**src/rtl/hpt_pkg.sv**
```systemverilog
`timescale 1ns / 1ps
// hpt_pkg: widths, types and helpers shared by the homogeneous point transform
// no dependencies

package hpt_pkg;

  localparam int FRAC_BITS = 16;
  localparam int CW        = 32;            // coordinate and coefficient width
  localparam int PW        = 2 * CW;        // product width
  localparam int NW        = PW + 2;        // row sum width, four terms
  localparam int QB        = 32;            // quotient bits produced
  localparam int QIW       = $clog2(QB);
  localparam int DW        = NW + QB + 1;   // remainder width, holds den << QB
  localparam int NCFG      = 8;
  localparam int CIW       = $clog2(NCFG);
  localparam int RW        = 64;

  localparam logic [RW-1:0] ONE_LO = RW'(64'd1 << FRAC_BITS);
  localparam logic [RW-1:0] ONE_HI = RW'(64'd1 << (FRAC_BITS + 32));

  typedef logic [NCFG-1:0][RW-1:0] mat_t;
  typedef logic [3:0][NW-1:0]      rows_t;

  typedef struct packed {
    logic [2:0]          neg;
    logic [2:0]          ovf;
    logic                wz;
    logic [NW-1:0]       den;
    logic [2:0][DW-1:0]  rem;
    logic [2:0][QB-1:0]  quo;
  } div_t;

  function automatic mat_t mat_reset();
    mat_t m;
    m    = '0;
    m[0] = ONE_LO;
    m[2] = ONE_HI;
    m[5] = ONE_LO;
    m[7] = ONE_HI;
    return m;
  endfunction

  function automatic logic [CW-1:0] coef(mat_t m, int r, int c);
    logic [RW-1:0] w;
    w = m[r * 2 + c / 2];
    return (c % 2 == 1) ? w[63:32] : w[31:0];
  endfunction

endpackage

```
**src/rtl/hpt_div_prep.sv**
```systemverilog
`timescale 1ns / 1ps
// hpt_div_prep: magnitudes, signs, zero test and out-of-range precheck for the divide
// depends on hpt_pkg

module hpt_div_prep import hpt_pkg::*; (
  input  logic   clk_i,
  input  logic   rst_ni,
  input  logic   en_i,
  input  logic   valid_i,
  input  rows_t  sum_i,
  output logic   valid_o,
  output div_t   div_o
);

  div_t          div_d, div_q;
  logic          valid_q;
  logic [NW-1:0] mag;
  logic [DW-1:0] den_top;

  always_comb begin
    div_d   = '0;
    div_d.den = sum_i[3][NW-1] ? NW'(-sum_i[3]) : sum_i[3];
    div_d.wz  = (sum_i[3] == '0);
    den_top   = DW'(div_d.den) << QB;
    for (int ch = 0; ch < 3; ch++) begin
      mag = sum_i[ch][NW-1] ? NW'(-sum_i[ch]) : sum_i[ch];
      div_d.neg[ch] = sum_i[ch][NW-1] ^ sum_i[3][NW-1];
      div_d.rem[ch] = DW'(mag) << FRAC_BITS;
      // quotient of 2^32 or more saturates whatever the low bits are
      div_d.ovf[ch] = (div_d.rem[ch] >= den_top);
    end
  end

  always_ff @(posedge clk_i) begin
    if (en_i) begin
      div_q <= div_d;
    end
  end

  always_ff @(posedge clk_i or negedge rst_ni) begin
    if (!rst_ni) begin
      valid_q <= 1'b0;
    end else if (en_i) begin
      valid_q <= valid_i;
    end
  end

  assign valid_o = valid_q;
  assign div_o   = div_q;

endmodule

```
**config.mk**
```make
export PLATFORM = sky130hd
export DESIGN_NAME = hpt_div_prep
export DESIGN_NICKNAME = d
export VERILOG_FILES = /design/src/rtl/hpt_pkg.sv /design/src/rtl/hpt_div_prep.sv
export SDC_FILE = /design/constraint.sdc
export NUM_CORES = 1
export LEC_CHECK = 0
export BUFFER_PORTS_ARGS = -buffer_cell sky130_fd_sc_hd__buf_2
export CORE_AREA = 10 10 279 281
export CTS_CLUSTER_DIAMETER = 50
export CTS_CLUSTER_SIZE = 20
export DETAILED_ROUTE_END_ITERATION = 6
export DIE_AREA = 0 0 289 291
export GPL_TIMING_DRIVEN = 0
export PLACE_DENSITY = 0.51
export SLEW_MARGIN = 10
export SYNTH_ARGS = -nofsm -noshare
export SYNTH_HDL_FRONTEND = slang
export SYNTH_SLANG_ARGS = --single-unit
```
**constraint.sdc**
```tcl
create_clock -name clk_i -period 0.8 [get_ports clk_i]
set_input_delay 0.16 -clock clk_i [delete_from_list [all_inputs] [get_ports clk_i]]
set_output_delay 0.16 -clock clk_i [all_outputs]
set_load 0.02 [all_outputs]
```
* Yosys cells after proc, flatten, opt, wreduce, memory -nomap -nowiden
Cells that the tools add are included.
** Storage, ports and cells
- Flip-flop bits (word level) :: 272
- Input port bits :: 268
- Output and inout bits :: 467
- Logic and storage cells :: 23
** Cells by class
- Add/subtract/negate cells :: 4
- Order comparisons :: 3
- Muxes and demuxes :: 4
- Bitwise operators :: 3
- Reduce and logical (&&, ||, !) cells :: 1
** Operators with widths (number)
- $ge 82x98->1 :: 3
- $mux 66 :: 4
- $neg 66->66 :: 4
- $logic_not 66->1 :: 1
- $xor 1x1->1 :: 3

* Logic depth before layout (Yosys ltp)
Gate-level depths: netlist of the first run.
- Word-level depth :: 3
- Depth in mapped cells :: 20
- Mapped depth without buffers :: 19

* Least setup slack after synthesis of the first run
OpenSTA, ideal clock, no wires.
- Path type :: input port to flip-flop
- Start :: input sum_i[161] (netlist name)
- End :: register div_q, in the netlist div_o[462] (data pin)
- Library setup time :: 167 ps
- Arrival :: 4977 ps
- Data required time :: 633 ps
- Slack :: -4344 ps
- Stages :: 17
- Path buffers :: 0
- Cell sequence :: or4_1 -> or4_1 -> or4_1 -> or3_1 -> nor4_2 -> nand2_1 -> o41ai_1 -> xnor2_1 -> ha_1 -> nand4_1 -> nor4_1 -> nand3_1 -> or4_1 -> or4_1 -> nor3_1 -> a31oi_1 -> a211oi_1
** RTL lines
- start: declaration :: RTL line hpt_div_prep.sv:10 : input rows_t sum_i,
- end signal: assignment :: RTL line hpt_div_prep.sv:36 : div_q <= div_d;
- end: declaration :: RTL line hpt_div_prep.sv:15 : div_t div_d, div_q;

==> run metrics, run 1 <==
outcome=finished, violations left; violated checks=negative hold slack, negative setup slack; Post-synth EDFFs=between 200 and 300; Final Total Pwr=55.86 mW; RSZ-0062 raised after global routing=true; clock period minus worst slack=5.192 ns; CTS Sinks=roughly 270; CP startpoint=sum_i[184]; FF+latch area=roughly 8200 um2; post-synth top area share=0.4341; end of the critical path=div_o[462]; post-synthesis register bit count=roughly 270; Bufs on Longest Clock Path=3; reg2reg start=valid_o; Mapped Cells=about 1,700; Slew HR=0.1318; leakage=roughly 13 nW; Final ANT Viol Nets=0; Ports=735; routed len/inst=roughly 25 um; Primary FF master, synth=edfxtp_1; area occupied by multi-input gates=approximately 13,000 um2; Worst R2R End=valid_o; FFs w/ async S/R, synth=0.003676; clock-pin slew on the worst setup and hold paths=around 0.06 ns; CP arrival=between 5 and 6 ns; Max Cap Viol=0; 1st-pass router iterations=5; utilization after layout=0.4224; measured slew at the worst slew-check pin=1.302 ns; GRT Total Usage=0.2071; hpwl dp=74,360 um; TNS Setup=-468.36 ns; TritonCTS clock tree=done; CP Data Required Time=between 1 and 1.5 ns; Max VDD drop=between 1.5 and 2 mV; Yosys cell types=55; largest net degree at the start of global routing=113; synthesized area=~19,000 um2; clk_skew=0 ns; number of global-route vias before repair=about 18,000; final setup fails=between 700 and 800; Filler cells=just under 7,000; Final nets=roughly 3,000; ranking of synthesized cells by area=edfxtp_1, xnor2_1, ha_1; Placement Rows=99; syn_area_per_cell=10.90 um2; Slew Limit Fails=0; Startpoint Class=input pin; Final GP Congestion=0.8940; DP Worst Slack=-5.800 ns; Min Hold Slack=-0.1193 ns; Pwr Density=1828 nW/um2; initial antenna violation count=21; area delta synth->final=63.00%; clk_lat worst skew=about 0.58 ns; crit end category=flop; placed cell count=roughly 3,400; die area=roughly 84,000 um2; layout cell share with drive strength beyond 1=0.5330; final setup margin=-4.392 ns; PortBufs=around 540; first-pass GRT wire length=126,800 um; Seq/Total Area, Yosys=0.4355; Worst Hold Depth=2; Core Box Area=~72,000 um2; HP Start=sum_i[14]; crit-path max FO=2; Final Hold Violating Endpoints=~110; H-tree levels=2; CTS root buf=clkbuf_16; cell area after layout=30,560 um2; WL final=slightly above 90,000 um; hold crit path type=in2reg; Iter 0 DRT Violations=~870; Setup Crit Path Kind=in2reg; via count=17,050; Die Span Y=between 200 and 300 um; Placed Area=between 20,000 and 30,000 um2; R2R setup slack=about 0.06 ns; die width=a little under 300 um; Tcrit/Tclk final=6.489; fmax=a little under 200 MHz; vias per cell=roughly 4.7; initial core utilization=0.2591; CTS buffer count=47; drt drc=0; largest area contributor in the netlist=edfxtp_1; total grt overflow=0; non-filler cells, final=approximately 3,700; Syn. warnings=0; Worst R2R Path Depth=1
worst min path at each step:
stage	endpoint	slack (ns)
2_1_floorplan	valid_o	-0.14
3_3_place_gp	valid_o	-0.06
3_5_place_dp	valid_o	-0.06
4_1_cts	div_o[126]	-0.16
5_1_grt	div_o[315]	-0.11
6_report	div_o[126]	-0.12
cell families (layout without fill, tap and decap cells):
group	after synthesis	after routing	share of synthesized area
simple gates	390	391	0.1202
compound gates	338	338	0.1181
buf+inv	305	1073	0.1011
flops	272	272	0.4355
xor+xnor	256	256	0.1196
fa+ha+maj	157	157	0.1048
other cells	1	207	0.0002000
mux	1	1	0.0006007
cells in the mapped netlist, types with 2 or more instances:
master / n
buf_6: 2
nand3_1: 18
a211oi_1: 13
a2111oi_0: 2
a31oi_1: 4
or4_1: 44
or2_2: 11
a21oi_1: 45
nor4_1: 23
or4b_2: 2
o31ai_1: 73
o21ai_0: 110
edfxtp_1: 271
and4_1: 5
a221oi_1: 2
or3b_2: 2
buf_1: 8
or3_1: 41
o41ai_1: 44
nand2b_1: 11
or4_4: 8
buf_4: 195
buf_2: 2
o31a_1: 4
nor2_1: 41
nand3b_1: 2
clkbuf_1: 29
xor2_1: 28
nand2_1: 86
a21o_1: 34
nor4b_1: 6
nor3_1: 31
nor2b_1: 6
nand4b_1: 3
nand4_1: 40
ha_1: 157
or3_4: 4
inv_1: 69
xnor2_1: 228
layout by cell type, fill, tap and decap left out, types with 19 or more instances in the layout:
master	instances
a21o_1	34
a21oi_1	45
buf_2	512
buf_4	306
buf_6	38
clkbuf_16	50
conb_1	195
edfxtp_1	271
ha_1	155
inv_1	59
nand2_1	57
nand4_1	40
nor2_1	35
nor3_1	19
o21ai_0	40
o21ai_2	29
o21ai_4	34
o31ai_4	52
o41ai_4	22
or3_1	23
or3_4	22
or4_1	20
or4_4	32
xnor2_1	114
xnor2_2	112
metal layers:
layer  GRT usage  part of all wire  vias to the layer above  wire (um)
met5           0           0.00052                        -         48
met4     0.07572             0.039                        8       3586
met3     0.05758             0.077                      162       7079
met1      0.2262              0.37                     8211      34170
met2      0.3745              0.51                      699      46700
li1            -                 -                     7973          -
where the power goes:
group	switching (mW)	total [mW]	internal, mW
clock network	8.36	21.9	13.6
registers	0.514	18.0	17.5
logic	9.98	15.9	5.91
total	18.9	55.9	37.0
sequential cells by signal (all words and copies together), names as in the netlist:
signal	count
div_o	271
valid_o	1
worst max-delay path, cell delays in order:
cell and delay (ns):
buf_8 0.10, or4_4 0.54, or4_4 0.56, or3_4 0.41, or4_4 0.44, or2_4 0.25, or3_4 0.41, nor4b_4 0.39
ha_1 0.20, nand4_1 0.19, nor4_4 0.30, nand3_4 0.17, or4_1 0.43, or4_4 0.44, nor3_4 0.20, a31oi_4 0.16
a211oi_2 0.24
layout make-up:
type                    count  share of cell area
diodes                     12           0.0009828
plain buffers             231             0.05659
clock buffers              49             0.03943
clock inverters            37             0.01605
inverters                  69            0.009050
multi-input cells        1338              0.4310
flip-flops and latches    272              0.2671
well taps                 959             0.03927
repair buffers            687              0.1405
repair_timing:
action,in CTS,in global routing
buffers inserted,107,35
gates cloned,2,1
gates resized for setup,319,111
hold endpoints to repair,196,146
pin swaps,89,59
setup endpoints to repair,735,739
hold buffers,8,1
Note: power is estimated with default switching activity, not from simulation.
==> run 2, diff against run 1 <==
--- a/config.mk
+++ b/config.mk
@@ -5,14 +5,15 @@
 export SDC_FILE = /design/constraint.sdc
 export NUM_CORES = 1
 export LEC_CHECK = 0
+export ABC_AREA = 1
 export BUFFER_PORTS_ARGS = -buffer_cell sky130_fd_sc_hd__buf_2
-export CORE_AREA = 10 10 279 281
+export CORE_AREA = 10 10 278 280
 export CTS_CLUSTER_DIAMETER = 50
 export CTS_CLUSTER_SIZE = 20
 export DETAILED_ROUTE_END_ITERATION = 6
-export DIE_AREA = 0 0 289 291
+export DIE_AREA = 0 0 288 290
 export GPL_TIMING_DRIVEN = 0
-export PLACE_DENSITY = 0.51
+export PLACE_DENSITY = 0.56
 export SLEW_MARGIN = 10
 export SYNTH_ARGS = -nofsm -noshare
 export SYNTH_HDL_FRONTEND = slang
==> run metrics, run 2 <==
outcome=finished, violations left; violated checks=negative hold slack, negative setup slack; Crit. path cell count=23 (+6); post-synthesis register bit count=272 (unchanged); mux contribution to synthesized area=0.0005090 (-0.00009170); Primary FF master, synth=edfxtp_1; most frequent cells in the layout=nand2_1, buf_4, buf_6, buf_2, edfxtp_1; Pwr Density=1523 nW/um2 (-17%); initial antenna violation count=20 (-4.8%); vias per cell=4.759 (+2.0%); slowest stage delay, CP=0.34 ns (-0.22 ns); largest family of logic cells by synthesized area=simple AND/OR/NAND/NOR gates; layout cell share with drive strength beyond 1=0.4966 (-0.03643); final setup fails=494 (-33%); Final GP Congestion=0.9797 (+9.6%); Setup Crit Path Kind=in2reg; Post-synth EDFFs=271 (unchanged); hpwl dp=90,270 um (+21%); via count=23,260 (+36%); placed cell count=4,510 (+32%); post-synth top area share=0.3679 (-0.06627); number of global-route vias before repair=22,990 (+27%); Final Total Pwr=56.85 mW (+1.8%); crit-path max FO=4 (+2); Startpoint Class=input pin; most frequent CP cell=nor2_4; Crit path max-delay family=simple AND/OR/NAND/NOR gates; DP Worst Slack=-3.573 ns (+2.227 ns); first-pass GRT wire length=160,300 um (+26%); Core Box Area=71,360 um2 (-1.3%); CTS Sinks=272 (unchanged); leakage=16.61 nW (+26%); Final ANT Viol Nets=0 (unchanged); crit end category=flop; Max Cap Viol=0 (unchanged); Commonest cells post-synth=nand2_1, nor2_1, inv_1; area delta synth->final=68.76%; Min Hold Slack=-0.09772 ns (+0.02158 ns); H-tree levels=2 (unchanged); final setup margin=-2.106 ns (+2.286 ns); non-filler cells, final=4,887 (+34%); die area=83,520 um2 (-0.69%); CP arrival=3.35 ns (-2.25 ns); clock period minus worst slack=2.906 ns (-2.286 ns); CTS buffer count=40 (-15%); FFs w/ async S/R, synth=0.003676 (unchanged); WL final=115,900 um (+27%); synthesized area=22,120 um2 (+18%); largest net degree at the start of global routing=47 (-58%); Buf+Inv Stages, Crit Path=3 (+2); adder-cell share of the synthesized area=0.08880 (-0.01600); Mapped Cells=2,827 (+64%); syn_area_per_cell=7.825 um2 (-28%); Worst R2R Path Depth=1 (unchanged); Worst Hold Depth=3 (+1); die width=288 um (-0.35%); Die Span Y=290 um (-0.34%); Placed Area=28,310 um2 (+12%); Tcrit/Tclk final=3.632 (-2.857); initial core utilization=0.3100 (+0.05086); Placement Rows=98 (-1.0%); drt drc=0 (unchanged); fmax=344.2 MHz (+79%); CP max stage cell=nor3_4; number of flip-flops in the largest register=271 (unchanged); measured slew at the worst slew-check pin=0.6194 ns (-0.6829 ns); clk_lat worst skew=0.58 ns (about the same); largest area contributor in the netlist=edfxtp_1; total grt overflow=0 (unchanged); routed len/inst=23.71 um (-5.4%); CP Data Required Time=1.24 ns (+0.03 ns); Yosys cell types=47 (-15%); Seq/Total Area, Yosys=0.3690 (-0.06647); Final Hold Violating Endpoints=65 (-43%); Slew HR=0.5861 (+0.4542); GRT Total Usage=0.2638 (+0.05667); hold crit path type=in2reg; cell area after layout=37,330 um2 (+22%); Iter 0 DRT Violations=1,549 (+78%); clk_skew=0 ns (unchanged); TritonCTS clock tree=done; ranking of synthesized cells by area=edfxtp_1, nand2_1, ha_1; PortBufs=537 (unchanged); count leader, synth=nand2_1; Final nets=4,316 (+41%); Bufs on Longest Clock Path=3 (unchanged); simple-gate share of the synthesized area=0.2677 (+0.1475); utilization after layout=0.5232 (+0.1008); Slew Limit Fails=0 (unchanged); worst-path cell chain=buf_12 -> inv_16 -> ha_4 -> nand3_2 -> inv_2 -> nand2_4 -> nor2_4 -> nand3_4 -> nor3_4 -> nand2_4 -> o21ai_4 -> xnor2_4 -> ha_4 -> nand2_4 -> nor2_4 -> nand4_1 -> nor2_4 -> nand3b_1 -> nor2_1 -> nand4_1 -> nor2_4 -> nor2_2 -> nor2_2; Syn. warnings=0 (unchanged); most common cell after layout, fill and taps aside=nand2_1; clock-pin slew on the worst setup and hold paths=0.07 ns (about the same); Ports=735 (unchanged); Max VDD drop=1.366 mV (-12%); CTS root buf=clkbuf_16; hold buffers post-CTS=8 (unchanged); RSZ-0062 raised after global routing=true; xor-xnor portion of the synthesized cell area=0.08235 (-0.03726); Synth Area in Compound Gates=0.06120 (-0.05688); TNS Setup=-222.59 ns (+245.76 ns); 1st-pass router iterations=6 (+1)
-- run 2: cell types whose count changed in the layout (fill, tap and decap cells not counted), sizes merged, moves of 58 or more --
cell | before | now
inv | 84 | 347
buf | 880 | 1038
xor2 | 28 | 168
xnor2 | 228 | 40
nor2 | 41 | 464
nand2 | 87 | 606
o31ai | 73 | 5
a21oi | 45 | 103
nand3 | 18 | 148
-- run 2: logic make-up (layout without fill, tap and decap cells) --
family,after synthesis,count (layout)
AOI/OAI and AO/OA,244,244
adders and majority gates,157,157
and+or+nand+nor,1376,1376
buffers and inverters,568,1470
DFF,272,272
xor gates and xnor gates,208,208
other,1,209
muxes,1,1
-- run 2: cell type report --
type                            count  area (um2)
Antenna cell                       14       35.03
Multi-Input combinational cell   2181       16150
Buffer                            227        1823
Tap cell                          950        1189
Clock buffer                       42        1008
Sequential cell                   272        8163
Fill cell                        6680       34030
Inverter                          341        1549
Clock inverter                     32       376.6
Timing Repair Buffer              828        7039
-- run 2: power breakdown --
part	internal, mW	total, mW	switching (mW)
Combinational	7.97	20.4	12.4
Clock	10.1	18.3	8.17
Sequential	17.5	18.1	0.688
Total	35.6	56.8	21.3
-- run 2: layer usage --
layer | global-route usage | vias up | wire [um]
li1 | - | 11030 | -
met1 | 0.3189 | 11020 | 46000
met2 | 0.4404 | 986 | 55590
met3 | 0.06881 | 205 | 9372
met4 | 0.1033 | 8 | 4861
met5 | 0 | - | 55
-- run 2: path summary, 6_finish.rpt --
check                           from         end  slack [ns]
max                        sum_i[67]  div_o[461]       -2.11
max reg2reg                  valid_o     valid_o        0.04
max in group asynchronous     rst_ni     valid_o        0.30
min                        sum_i[73]  div_o[218]        -0.1
min in group asynchronous     rst_ni     valid_o        0.40
min reg2reg                  valid_o     valid_o        0.54
-- run 2: repair_timing --
item / 4_1_cts / 5_1_grt
setup buffers: 204 / 92
resized for setup: 767 / 582
pin swaps: 192 / 225
gates cloned: 6 / 0
setup endpoints to repair: 674 / 499
hold endpoints to repair: 157 / 89
==> run 3, diff against run 2 <==
--- a/config.mk
+++ b/config.mk
@@ -8,6 +8,7 @@
 export ABC_AREA = 1
 export BUFFER_PORTS_ARGS = -buffer_cell sky130_fd_sc_hd__buf_2
 export CORE_AREA = 10 10 278 280
+export CTS_BUF_LIST = sky130_fd_sc_hd__clkbuf_8
 export CTS_CLUSTER_DIAMETER = 50
 export CTS_CLUSTER_SIZE = 20
 export DETAILED_ROUTE_END_ITERATION = 6
==> run metrics, run 3 (synthesis gave the netlist of run 2 again) <==
Startpoint Class=input pin; DP Worst Slack=-3.573 ns (unchanged); final setup fails=749 (+52%); Ports=735 (unchanged); WL final=114,000 um (-1.7%); Max VDD drop=1.033 mV (-24%); Die Span Y=290 um (unchanged); CTS buffer count=40 (unchanged); clock-pin slew on the worst setup and hold paths=0.11 ns (+0.04 ns); Setup Crit Path Kind=in2reg; routed len/inst=23.50 um (-0.88%); fmax=354.3 MHz (+2.9%); Iter 0 DRT Violations=1,524 (-1.6%); 1st-pass router iterations=5 (-1); hpwl dp=90,270 um (unchanged); die area=83,520 um2 (unchanged); vias per cell=4.758 (about the same); clk_skew=0 ns (unchanged); clk_lat worst skew=0.64 ns (+0.06 ns); Bufs on Longest Clock Path=3 (unchanged); Placed Area=28,310 um2 (unchanged); TritonCTS clock tree=done; largest net degree at the start of global routing=101 (+110%); CTS root buf=clkbuf_8; Final Total Pwr=51.33 mW (-9.7%); Tcrit/Tclk final=3.528 (-0.1039); most common cell after layout, fill and taps aside=nand2_1; measured slew at the worst slew-check pin=0.7028 ns (+0.08334 ns); clock period minus worst slack=2.822 ns (-0.08314 ns); Placement Rows=98 (unchanged); GRT Total Usage=0.2557 (-0.008060); Slew HR=0.5299 (-0.05615); drt drc=0 (unchanged); initial core utilization=0.3100 (unchanged); outcome=finished, violations left; layout cell share with drive strength beyond 1=0.4570 (-0.03958); Slew Limit Fails=0 (unchanged); Min Hold Slack=-0.1835 ns (-0.08579 ns); Final GP Congestion=0.9797 (unchanged); utilization after layout=0.4984 (-0.02477); Max Cap Viol=0 (unchanged); CP arrival=3.35 ns (about the same); Final nets=4,275 (-0.95%); final setup margin=-2.022 ns (+0.08314 ns); hold crit path type=in2reg; Core Box Area=71,360 um2 (unchanged); leakage=15.90 nW (-4.2%); RSZ-0062 raised after global routing=true; Filler cells=6,912 (+3.5%); die width=288 um (unchanged); violated checks=negative hold slack, negative setup slack; first-pass GRT wire length=155,500 um (-3.0%); Pwr Density=1443 nW/um2 (-5.2%); CTS Sinks=272 (unchanged); via count=23,070 (-0.78%); total grt overflow=0 (unchanged); crit-path max FO=4 (unchanged); TNS Setup=-364.58 ns (-141.99 ns); number of flip-flops in the largest register=271 (unchanged); PortBufs=537 (unchanged); most frequent cells in the layout=nand2_1, buf_4, buf_6, buf_2, edfxtp_1; area delta synth->final=60.77%; Final ANT Viol Nets=0 (unchanged); number of global-route vias before repair=22,310 (-3.0%); initial antenna violation count=28 (+40%); H-tree levels=2 (unchanged); crit end category=flop; Final Hold Violating Endpoints=143 (+120%); cell area after layout=35,570 um2 (-4.7%); CP Data Required Time=1.33 ns (+0.09 ns)
==> run 3: cell types whose count changed in the layout (fill, tap and decap cells not counted), sizes merged, moves of 4 or more <==
cell,before,now
dlygate4sd3,8,14
clkinv,17,10
buf,1038,988
inv,347,358
clkbuf,48,52
==> run 3: worst max-delay path: stages <==
cell and delay [ns]:
buf_12 0.11, inv_16 0.06, ha_4 0.13, nand3_2 0.07
inv_2 0.09, nand2_4 0.06, nor2_4 0.18, nand3_4 0.12
nor3_4 0.30, nand3_2 0.17, o21ai_4 0.24, buf_6 0.13
xnor2_2 0.09, ha_1 0.30, nand2_2 0.07, nor2_4 0.16
nand3_4 0.12, nor2_4 0.11, nand2_1 0.07, nor2_2 0.14
nand3_2 0.09, nor2_4 0.16, nor2_2 0.06, nor2_2 0.10
==> run 3: where the power goes <==
group	leakage [nW]	internal, mW	switching, mW
Combinational	12.8	7.86	12.2
Clock	0.462	5.74	7.40
Sequential	2.66	17.4	0.727
==> run 3: area by class of cell <==
type | count | area [um2] | share of cell area
clock buffer | 40 | 550.5 | 0.01548
buffer | 227 | 1807 | 0.05080
inverter | 341 | 1483 | 0.04169
multi-input combinational | 2181 | 15250 | 0.4287
sequential | 272 | 8163 | 0.2295
timing repair buffer | 787 | 6723 | 0.1890
clock inverter | 34 | 361.6 | 0.01017
tap | 950 | 1189 | 0.03342
antenna | 17 | 42.54 | 0.001196
==> run 3: timing repair <==
| item | CTS | global route |
|---|---|---|
| pin swaps | 135 | 185 |
| endpoints found under the setup margin | 611 | 668 |
| hold buffers | 10 | 4 |
| buffers inserted | 157 | 87 |
| hold endpoints to repair | 266 | 261 |
| resized for setup | 673 | 453 |
| cloned | 0 | 4 |
==> run 3: layer usage <==
metal  GRT usage  vias up  wire [um]
met5           0        -         84
met4     0.09331       12       3974
met3     0.06163      183       8616
met2      0.4295      942      55190
met1      0.3127    10980      46100
li1            -    10960          -
==> run 3: path summary, 6_finish.rpt <==
| check | slack, ns | cells after the start | end | startpoint |
|---|---|---|---|---|
| max | -2.02 | 24 | div_o[461] | sum_i[67] |
| min | -0.18 | 3 | div_o[325] | sum_i[147] |
| max reg2reg | 0.04 | 1 | valid_o | valid_o |
| min reg2reg | 0.54 | 1 | valid_o | valid_o |
| max in group asynchronous | 0.35 | 3 | valid_o | rst_ni |
| min in group asynchronous | 0.35 | 3 | valid_o | rst_ni |
==> run 3: metrics by stage <==
| step | hold slack [ns] | instances |
|---|---|---|
| floorplan | -0.1356 | 3021 |
| global placement | -0.06396 | 4508 |
| detailed placement | -0.06273 | 4510 |
| CTS | -0.3505 | 4750 |
| global route | -0.1968 | 4849 |
| finish | -0.1835 | 4849 |
